### src/rtl/q32d_pkg.sv
`timescale 1ns / 1ps
// ----------------------------------------------------------------------------
// Q32.32 divider package
// Shared word type and constants for the Newton-Raphson Q32.32 divider.
// ----------------------------------------------------------------------------
package q32d_pkg;

  localparam int Q_WIDTH = 64;
  localparam int HALF_WIDTH = 32;
  localparam int DEFAULT_NEWTON_STEPS = 5;

  typedef logic [Q_WIDTH-1:0] q_word_t;
  typedef logic [HALF_WIDTH-1:0] half_word_t;

  localparam q_word_t Q_ZERO = 64'h0000_0000_0000_0000;
  localparam q_word_t Q_TWO = 64'h0000_0002_0000_0000;
  localparam q_word_t Q_SAT_POS = 64'h7FFF_FFFF_FFFF_FFFF;
  localparam q_word_t Q_SAT_NEG = 64'h8000_0001_0000_0000;

endpackage

### src/rtl/q32d_est.sv
`timescale 1ns / 1ps
// ----------------------------------------------------------------------------
// Reciprocal seed
// Gives a power-of-two first estimate of 1/b from the leading one of b.
// ----------------------------------------------------------------------------
module q32d_est import q32d_pkg::*; (
  input  q_word_t b,
  output q_word_t x
);

  half_word_t b_hi;
  half_word_t b_lo;
  logic [4:0] hi_msb;
  logic [4:0] lo_clz;

  assign b_hi = b[63:32];
  assign b_lo = b[31:0];

  always_comb begin
    hi_msb = 5'd0;
    lo_clz = 5'd0;
    for (int i = 0; i < HALF_WIDTH; i++) begin
      if (b_hi[i]) begin
        hi_msb = 5'(i);
      end
      if (b_lo[i]) begin
        lo_clz = 5'(HALF_WIDTH - 1 - i);
      end
    end
  end

  // An integer part below 2^31 gives a seed below one; otherwise the seed grows
  // with the leading zeros of the fraction, capped at two to the thirtieth.
  always_comb begin
    if ((b_hi != '0) && !b_hi[HALF_WIDTH-1]) begin
      x = {32'h0, 32'h8000_0000 >> hi_msb};
    end else if (lo_clz >= 5'd30) begin
      x = {32'h4000_0000, 32'h0};
    end else begin
      x = {32'h1 << (6'(lo_clz) + 6'd1), 32'h0};
    end
  end

endmodule

### src/rtl/q32d_mul.sv
`timescale 1ns / 1ps
// ----------------------------------------------------------------------------
// Shared Q32.32 multiplier
// Signed 64 by 64 multiply built from one 32 by 32 multiplier over six
// partial steps; the result is bits 95 to 32 of the signed product.
// ----------------------------------------------------------------------------
module q32d_mul import q32d_pkg::*; (
  input  logic    clk,
  input  logic    rst,
  input  logic    start,
  input  q_word_t a,
  input  q_word_t b,
  output logic    done,
  output q_word_t result
);

  localparam logic [2:0] PH_LL = 3'd0;
  localparam logic [2:0] PH_LH = 3'd1;
  localparam logic [2:0] PH_HL = 3'd2;
  localparam logic [2:0] PH_HH = 3'd3;
  localparam logic [2:0] PH_CA = 3'd4;
  localparam logic [2:0] PH_CB = 3'd5;
  localparam logic [2:0] PH_END = 3'd6;

  localparam logic [1:0] OFF_0 = 2'd0;
  localparam logic [1:0] OFF_32 = 2'd1;
  localparam logic [1:0] OFF_64 = 2'd2;

  logic         busy;
  logic [2:0]   phase;
  logic         pp_vld;
  logic         pp_last;
  logic [1:0]   pp_off;
  q_word_t      pp;
  logic [127:0] acc;

  half_word_t   ma;
  half_word_t   mb;
  q_word_t      product;
  q_word_t      pp_next;
  logic [1:0]   off_next;
  logic [127:0] addend;

  always_comb begin
    ma = a[31:0];
    mb = b[31:0];
    off_next = OFF_64;
    case (phase)
      PH_LL: begin
        ma = a[31:0];
        mb = b[31:0];
        off_next = OFF_0;
      end
      PH_LH: begin
        ma = a[31:0];
        mb = b[63:32];
        off_next = OFF_32;
      end
      PH_HL: begin
        ma = a[63:32];
        mb = b[31:0];
        off_next = OFF_32;
      end
      PH_HH: begin
        ma = a[63:32];
        mb = b[63:32];
        off_next = OFF_64;
      end
      default: begin
        ma = a[31:0];
        mb = b[31:0];
        off_next = OFF_64;
      end
    endcase
  end

  assign product = 64'(ma) * 64'(mb);

  // The last two steps turn the unsigned product into a signed one.
  always_comb begin
    case (phase)
      PH_CA:   pp_next = a[63] ? (Q_ZERO - b) : Q_ZERO;
      PH_CB:   pp_next = b[63] ? (Q_ZERO - a) : Q_ZERO;
      default: pp_next = product;
    endcase
  end

  always_comb begin
    case (pp_off)
      OFF_0:   addend = {64'h0, pp};
      OFF_32:  addend = {32'h0, pp, 32'h0};
      default: addend = {pp, 64'h0};
    endcase
  end

  always_ff @(posedge clk) begin
    if (rst) begin
      busy <= 1'b0;
      phase <= PH_LL;
      pp_vld <= 1'b0;
      pp_last <= 1'b0;
      done <= 1'b0;
    end else begin
      done <= 1'b0;
      if (start && !busy) begin
        busy <= 1'b1;
        phase <= PH_LL;
        pp_vld <= 1'b0;
        pp_last <= 1'b0;
      end else if (busy) begin
        if (phase != PH_END) begin
          pp_vld <= 1'b1;
          pp_last <= (phase == PH_CB);
          phase <= phase + 3'd1;
        end else begin
          pp_vld <= 1'b0;
        end
        if (pp_vld && pp_last) begin
          busy <= 1'b0;
          done <= 1'b1;
          pp_vld <= 1'b0;
          pp_last <= 1'b0;
        end
      end
    end
  end

  always_ff @(posedge clk) begin
    if (start && !busy) begin
      acc <= '0;
    end else if (busy && pp_vld) begin
      acc <= acc + addend;
    end
    if (busy && (phase != PH_END)) begin
      pp <= pp_next;
      pp_off <= off_next;
    end
  end

  assign result = acc[95:32];

endmodule

### src/rtl/q32_32_newton_raphson_divider_top.sv
`timescale 1ns / 1ps
// ----------------------------------------------------------------------------
// Q32.32 Newton-Raphson divider
// Divides two signed Q32.32 words by a reciprocal refined with Newton steps.
// ----------------------------------------------------------------------------
// One division uses the single shared 32 by 32 multiplier for each of its
// 2 * NEWTON_STEPS + 1 Q32.32 multiplies, which depend on one another; each
// spends six steps on it, with a registered accumulate behind. A zero
// divisor skips the arithmetic: the state goes straight to S_DONE and the
// saturated quotient is then loaded into the output register. The block
// takes one division at a time; a finished result may wait in the output
// register while the next division runs.
module q32_32_newton_raphson_divider_top import q32d_pkg::*; #(
  parameter int NEWTON_STEPS = DEFAULT_NEWTON_STEPS
) (
  input  logic               clk,
  input  logic               rst,
  input  logic               in_valid,
  output logic               in_ready,
  input  logic signed [63:0] dividend,
  input  logic signed [63:0] divisor,
  output logic               out_valid,
  input  logic               out_ready,
  output logic signed [63:0] quotient,
  output logic               divide_by_zero
);

  localparam int IterW = (NEWTON_STEPS > 1) ? $clog2(NEWTON_STEPS) : 1;
  localparam logic [IterW-1:0] LastIter = IterW'(NEWTON_STEPS - 1);

  localparam logic [2:0] S_IDLE = 3'd0;
  localparam logic [2:0] S_EST = 3'd1;
  localparam logic [2:0] S_BX = 3'd2;
  localparam logic [2:0] S_XT = 3'd3;
  localparam logic [2:0] S_AX = 3'd4;
  localparam logic [2:0] S_DONE = 3'd5;

  logic [2:0]       state;
  logic [IterW-1:0] iter;
  logic             issued;
  q_word_t          a_mag;
  q_word_t          b_mag;
  logic             neg_q;
  q_word_t          x;
  q_word_t          t;
  q_word_t          res;
  logic             dz;

  logic             in_xfer;
  logic             out_load;
  logic             mul_state;
  logic             mul_start;
  logic             mul_done;
  q_word_t          mul_a;
  q_word_t          mul_b;
  q_word_t          mul_result;
  q_word_t          seed;

  assign in_ready = (state == S_IDLE);
  assign in_xfer = in_valid && in_ready;
  assign out_load = (state == S_DONE) && (!out_valid || out_ready);
  assign mul_state = (state == S_BX) || (state == S_XT) || (state == S_AX);
  assign mul_start = mul_state && !issued;

  always_comb begin
    case (state)
      S_XT: begin
        mul_a = x;
        mul_b = t;
      end
      S_AX: begin
        mul_a = a_mag;
        mul_b = x;
      end
      default: begin
        mul_a = b_mag;
        mul_b = x;
      end
    endcase
  end

  q32d_est u_est (
    .b (b_mag),
    .x (seed)
  );

  q32d_mul u_mul (
    .clk    (clk),
    .rst    (rst),
    .start  (mul_start),
    .a      (mul_a),
    .b      (mul_b),
    .done   (mul_done),
    .result (mul_result)
  );

  always_ff @(posedge clk) begin
    if (rst) begin
      state <= S_IDLE;
      iter <= '0;
      issued <= 1'b0;
    end else begin
      if (mul_start) begin
        issued <= 1'b1;
      end else if (mul_done) begin
        issued <= 1'b0;
      end
      case (state)
        S_IDLE: begin
          if (in_xfer) begin
            state <= (divisor == '0) ? S_DONE : S_EST;
          end
        end
        S_EST: begin
          iter <= '0;
          state <= S_BX;
        end
        S_BX: begin
          if (mul_done) begin
            state <= S_XT;
          end
        end
        S_XT: begin
          if (mul_done) begin
            iter <= iter + 1'b1;
            state <= (iter == LastIter) ? S_AX : S_BX;
          end
        end
        S_AX: begin
          if (mul_done) begin
            state <= S_DONE;
          end
        end
        S_DONE: begin
          if (out_load) begin
            state <= S_IDLE;
          end
        end
        default: begin
          state <= S_IDLE;
        end
      endcase
    end
  end

  always_ff @(posedge clk) begin
    if (in_xfer) begin
      a_mag <= dividend[63] ? (Q_ZERO - q_word_t'(dividend)) : q_word_t'(dividend);
      b_mag <= divisor[63] ? (Q_ZERO - q_word_t'(divisor)) : q_word_t'(divisor);
      neg_q <= dividend[63] ^ divisor[63];
      dz <= (divisor == '0);
      res <= dividend[63] ? Q_SAT_NEG : Q_SAT_POS;
    end
    if (state == S_EST) begin
      x <= seed;
    end
    if ((state == S_BX) && mul_done) begin
      t <= Q_TWO - mul_result;
    end
    if ((state == S_XT) && mul_done) begin
      x <= mul_result;
    end
    if ((state == S_AX) && mul_done) begin
      res <= neg_q ? (Q_ZERO - mul_result) : mul_result;
    end
  end

  always_ff @(posedge clk) begin
    if (rst) begin
      out_valid <= 1'b0;
    end else if (out_load) begin
      out_valid <= 1'b1;
    end else if (out_ready) begin
      out_valid <= 1'b0;
    end
  end

  always_ff @(posedge clk) begin
    if (out_load) begin
      quotient <= res;
      divide_by_zero <= dz;
    end
  end

  a_done_in_mul_state : assert property (@(posedge clk) disable iff (rst)
    mul_done |-> mul_state)
    else $error("Multiplier finished outside a multiply state.");

  a_zero_skips : assert property (@(posedge clk) disable iff (rst)
    (in_xfer && (divisor == '0)) |=> (state == S_DONE))
    else $error("A zero divisor did not go straight to the result.");

  a_nonzero_seeds : assert property (@(posedge clk) disable iff (rst)
    (in_xfer && (divisor != '0)) |=> (state == S_EST))
    else $error("A nonzero divisor did not start the seed step.");

  a_dz_saturates : assert property (@(posedge clk) disable iff (rst)
    (out_valid && divide_by_zero) |-> ((quotient == Q_SAT_POS) || (quotient == Q_SAT_NEG)))
    else $error("A zero divisor gave an unsaturated quotient.");

  a_load_fills_output : assert property (@(posedge clk) disable iff (rst)
    out_load |=> (out_valid && (state == S_IDLE)))
    else $error("A finished result was not moved to the output register.");

endmodule

### config.mk
export PLATFORM = sky130hd
export DESIGN_NAME = q32_32_newton_raphson_divider_top
export DESIGN_NICKNAME = d
export VERILOG_FILES = /design/src/rtl/q32d_pkg.sv /design/src/rtl/q32d_est.sv /design/src/rtl/q32d_mul.sv /design/src/rtl/q32_32_newton_raphson_divider_top.sv
export SDC_FILE = /design/constraint.sdc
export NUM_CORES = 2
export LEC_CHECK = 0
export BUFFER_PORTS_ARGS = -buffer_cell sky130_fd_sc_hd__buf_4
export CAP_MARGIN = 20
export CORE_MARGIN = 1.5
export CORE_UTILIZATION = 45
export CTS_CLUSTER_DIAMETER = 120
export DETAILED_ROUTE_END_ITERATION = 16
export SYNTH_ARGS = -nofsm -noshare
export SYNTH_HDL_FRONTEND = slang
export SYNTH_SLANG_ARGS = --single-unit
### constraint.sdc
create_clock -name clk -period 13.4 [get_ports clk]
set_clock_uncertainty 0.05 [all_clocks]
set_input_delay 0 -clock clk [delete_from_list [all_inputs] [get_ports clk]]
set_output_delay 0 -clock clk [all_outputs]
set_load 0.005 [all_outputs]
==> results.yml <==
drt:
  finalWirelength_mm: 292
  num_vias: 61680
  ant_nets: 0
  firstDrtPassIters: 6
  post-route-drc-count: 0
  viasPerCell: 5.98
  drtIter0Drc: 7134
  wire_per_inst_microns: 28.3
yosys:
  ys_ff_latch: 564
  yosys_warnings: 0
  syn_area_sq_um: 70800
  ys_seq_area_frac: 0.224
  synth_area_per_cell_sq_um: 8.86
  synth_edf_count: 453
  syn_inst: 7984
  async_reset_ff_frac: 0
  ys.flop_type: "edfxtp_1"
  syn-num-nets: 9383
  synth_cell_type_count: 83
cts:
  insertion_delay_ns: 0.70
  ctsHtreeMaxLevel: 2
  clkTransAtPathRegs_ns: 0.08
  cts_tree: "yes"
  root_buffer: "clkbuf_16"
  cts_buffers: 59
  clkSinkCount: 564
  cts_buffer_depth: 3
timing:
  slew_viol_final: 0
  post-route-min-period_ns: 11.84
  rsz0062_at_grt: "no"
  hold_viol_final: 0
  worst_slew_pin_slew_ns: 1.17
  tns_ns: 0
  setup_viol: 0
  max_freq_mhz: 84.4
  post-route-period-util: 0.884
  slew_headroom: 0.212
setup_path:
  timing.critical_path.to_type: "register"
  reg2reg_to: "u_mul.pp[59]$_DFFE_PP_"
  cp_slowest_stage_delay_ns: 0.95
  endpoint: "u_mul.pp[59]$_DFFE_PP_"
  required_ns: 13.66
  startpoint: "state[0]$_SDFFE_PP0P_"
  worstSetupPathType: "register to register"
  r2r.worst_path.cells: 31
  r2r-start: "state[0]$_SDFFE_PP0P_"
  arrival_ns: 12.11
  crit_path_frequent_cell: "fa_1"
  slowest_stage: "and3b_4"
  reg2reg_slack_ns: 1.56
  start_kind: "register"
  cp_max_fo: 46
flow_run:
  maxCapViolCount: 0
place:
  port_buffers: 198
  hpwl_mm: 234
  gp_congestion: 1.04
floorplanning:
  start_util: 0.453
  die_area_sq_um: 160000
  rows: 145
  die_h_microns: 400
  die_x_microns: 400
  core_sq_um: 156000
  io_pins: 199
layout:
  finalNetCount: 9608
  drive_gt1_frac: 0.0757
  layout_common_cells: "990 x inv_1, 976 x nand2_1, 897 x fa_1"
  syn_to_final_growth_pct: 12.2
  mostFrequentLayoutCell: "inv_1"
global_routing:
  grt-ovfl-total: 0
  grt_pass1_vias: 61089
  grt_pass1_wl_mm: 421
  grt_usage: 0.365
  grt_start_max_net_pins: 84
  antenna_found_initial: 21
run_status:
  status: "finished clean"
min_path:
  hold_path_class: "input port to register"
  min_from: "divisor[0]"
  timing.hold.worst_path_depth: 2
-- worst max-delay path, delay by kind of cell (launching register included) --
| family | cells | cell delay [ns] |
|---|---|---|
| AO/OA/AOI/OAI | 6 | 1.54 |
| adder cells (fa/ha/maj) | 9 | 4.59 |
| buffers and inverters | 6 | 0.75 |
| flip-flops | 1 | 0.76 |
| multiplexers | 2 | 1.03 |
| AND/OR/NAND/NOR | 8 | 2.66 |
-- sequential cells by signal, summed over array words and instances, names as in the netlist, 2 cells and up --
name          count
iter              3
quotient         64
t                64
x                64
u_mul.acc        96
b_mag            64
u_mul.pp         64
u_mul.phase       3
a_mag            64
state             3
u_mul.pp_off      2
res              64
-- metal layers --
| layer | share of wire | routed length (microns) | vias up | global-route usage |
|---|---|---|---|---|
| met5 | 0.00037 | 109 | - | 0 |
| met4 | 0.057 | 16500 | 16 | 0.171 |
| met3 | 0.10 | 30400 | 602 | 0.0883 |
| met2 | 0.43 | 126000 | 3118 | 0.544 |
| met1 | 0.41 | 119000 | 30971 | 0.499 |
| li1 | - | - | 26973 | - |
-- how the worst min path moves through the flow --
| stage | endpoint | slack, ns |
|---|---|---|
| global placement | a_mag[0]$_DFFE_PP_ | 0.15 |
| floorplan | u_mul.done$_SDFF_PP0_ | 0.03 |
| global route | b_mag[0]$_DFFE_PP_ | 0.06 |
| detailed placement | a_mag[0]$_DFFE_PP_ | 0.16 |
| CTS | b_mag[0]$_DFFE_PP_ | 0.03 |
| finish | b_mag[0]$_DFFE_PP_ | 0.07 |
-- cells in the mapped netlist (all sizes together), types with 44 or more instances --
master  count  area share
nand2b     76      0.0068
xnor2     291       0.036
buf        49      0.0027
inv       993       0.053
clkbuf    437       0.023
a21oi     282       0.020
or3        71      0.0063
and2       74      0.0065
or4        47      0.0053
o31ai      84      0.0091
nor2      884       0.047
edfxtp    453        0.19
dfxtp     111       0.031
nor3      104      0.0074
ha        370       0.065
mux2i     121       0.017
o21ai     331       0.023
a22o       45      0.0056
a22oi      78      0.0083
nand4      71      0.0063
a21o      128       0.014
nand3     102      0.0072
nand2     979       0.052
xor2      207       0.026
o221ai     51      0.0063
o21a       44      0.0047
fa        897        0.25
a31oi     106      0.0094
-- through the flow --
stage	hold slack (ns)	worst slack [ns]	utilization	instance area, sq um	cells
after floorplan	0.0261	2.02	-	70800	7984
after global placement	0.154	2.12	0.479	74800	9960
after detailed placement	0.159	1.99	0.479	74800	9962
after CTS	0.0322	1.92	0.508	79400	10314
after global routing	0.0610	1.22	0.508	79400	10318
final	0.0696	1.56	0.508	79400	10322
-- repair_timing --
action / 4_1_cts / 5_1_grt
setup endpoints to repair: 0 / 0
gates resized for setup: 0 / 0
hold buffers: 242 / 0
hold endpoints to repair: 192 / 0
buffers inserted: 0 / 0
-- cell families after synthesis --
kind of cell	Yosys count	share of synthesized area
AND/OR/NAND/NOR	2609	0.165
buffers and inverters	1479	0.0785
AO/OA/AOI/OAI	1421	0.131
adder cells (fa/ha/maj)	1267	0.319
flip-flops	564	0.224
XOR/XNOR	498	0.0616
multiplexers	146	0.0211
-- area by class of cell --
class / count / area (sq um)
multi-input combinational: 5941 / 49600
sequential: 564 / 15800
clock buffer: 69 / 1530
tap: 2058 / 2570
clock inverter: 41 / 574
inverter: 993 / 3730
timing repair buffer: 650 / 5510
antenna: 6 / 15.0
fill: 14673 / 76800
Power is left out: the tool's default activity adds up to more than one toggle a clock period on the data nets, which glitch-free logic cannot reach.
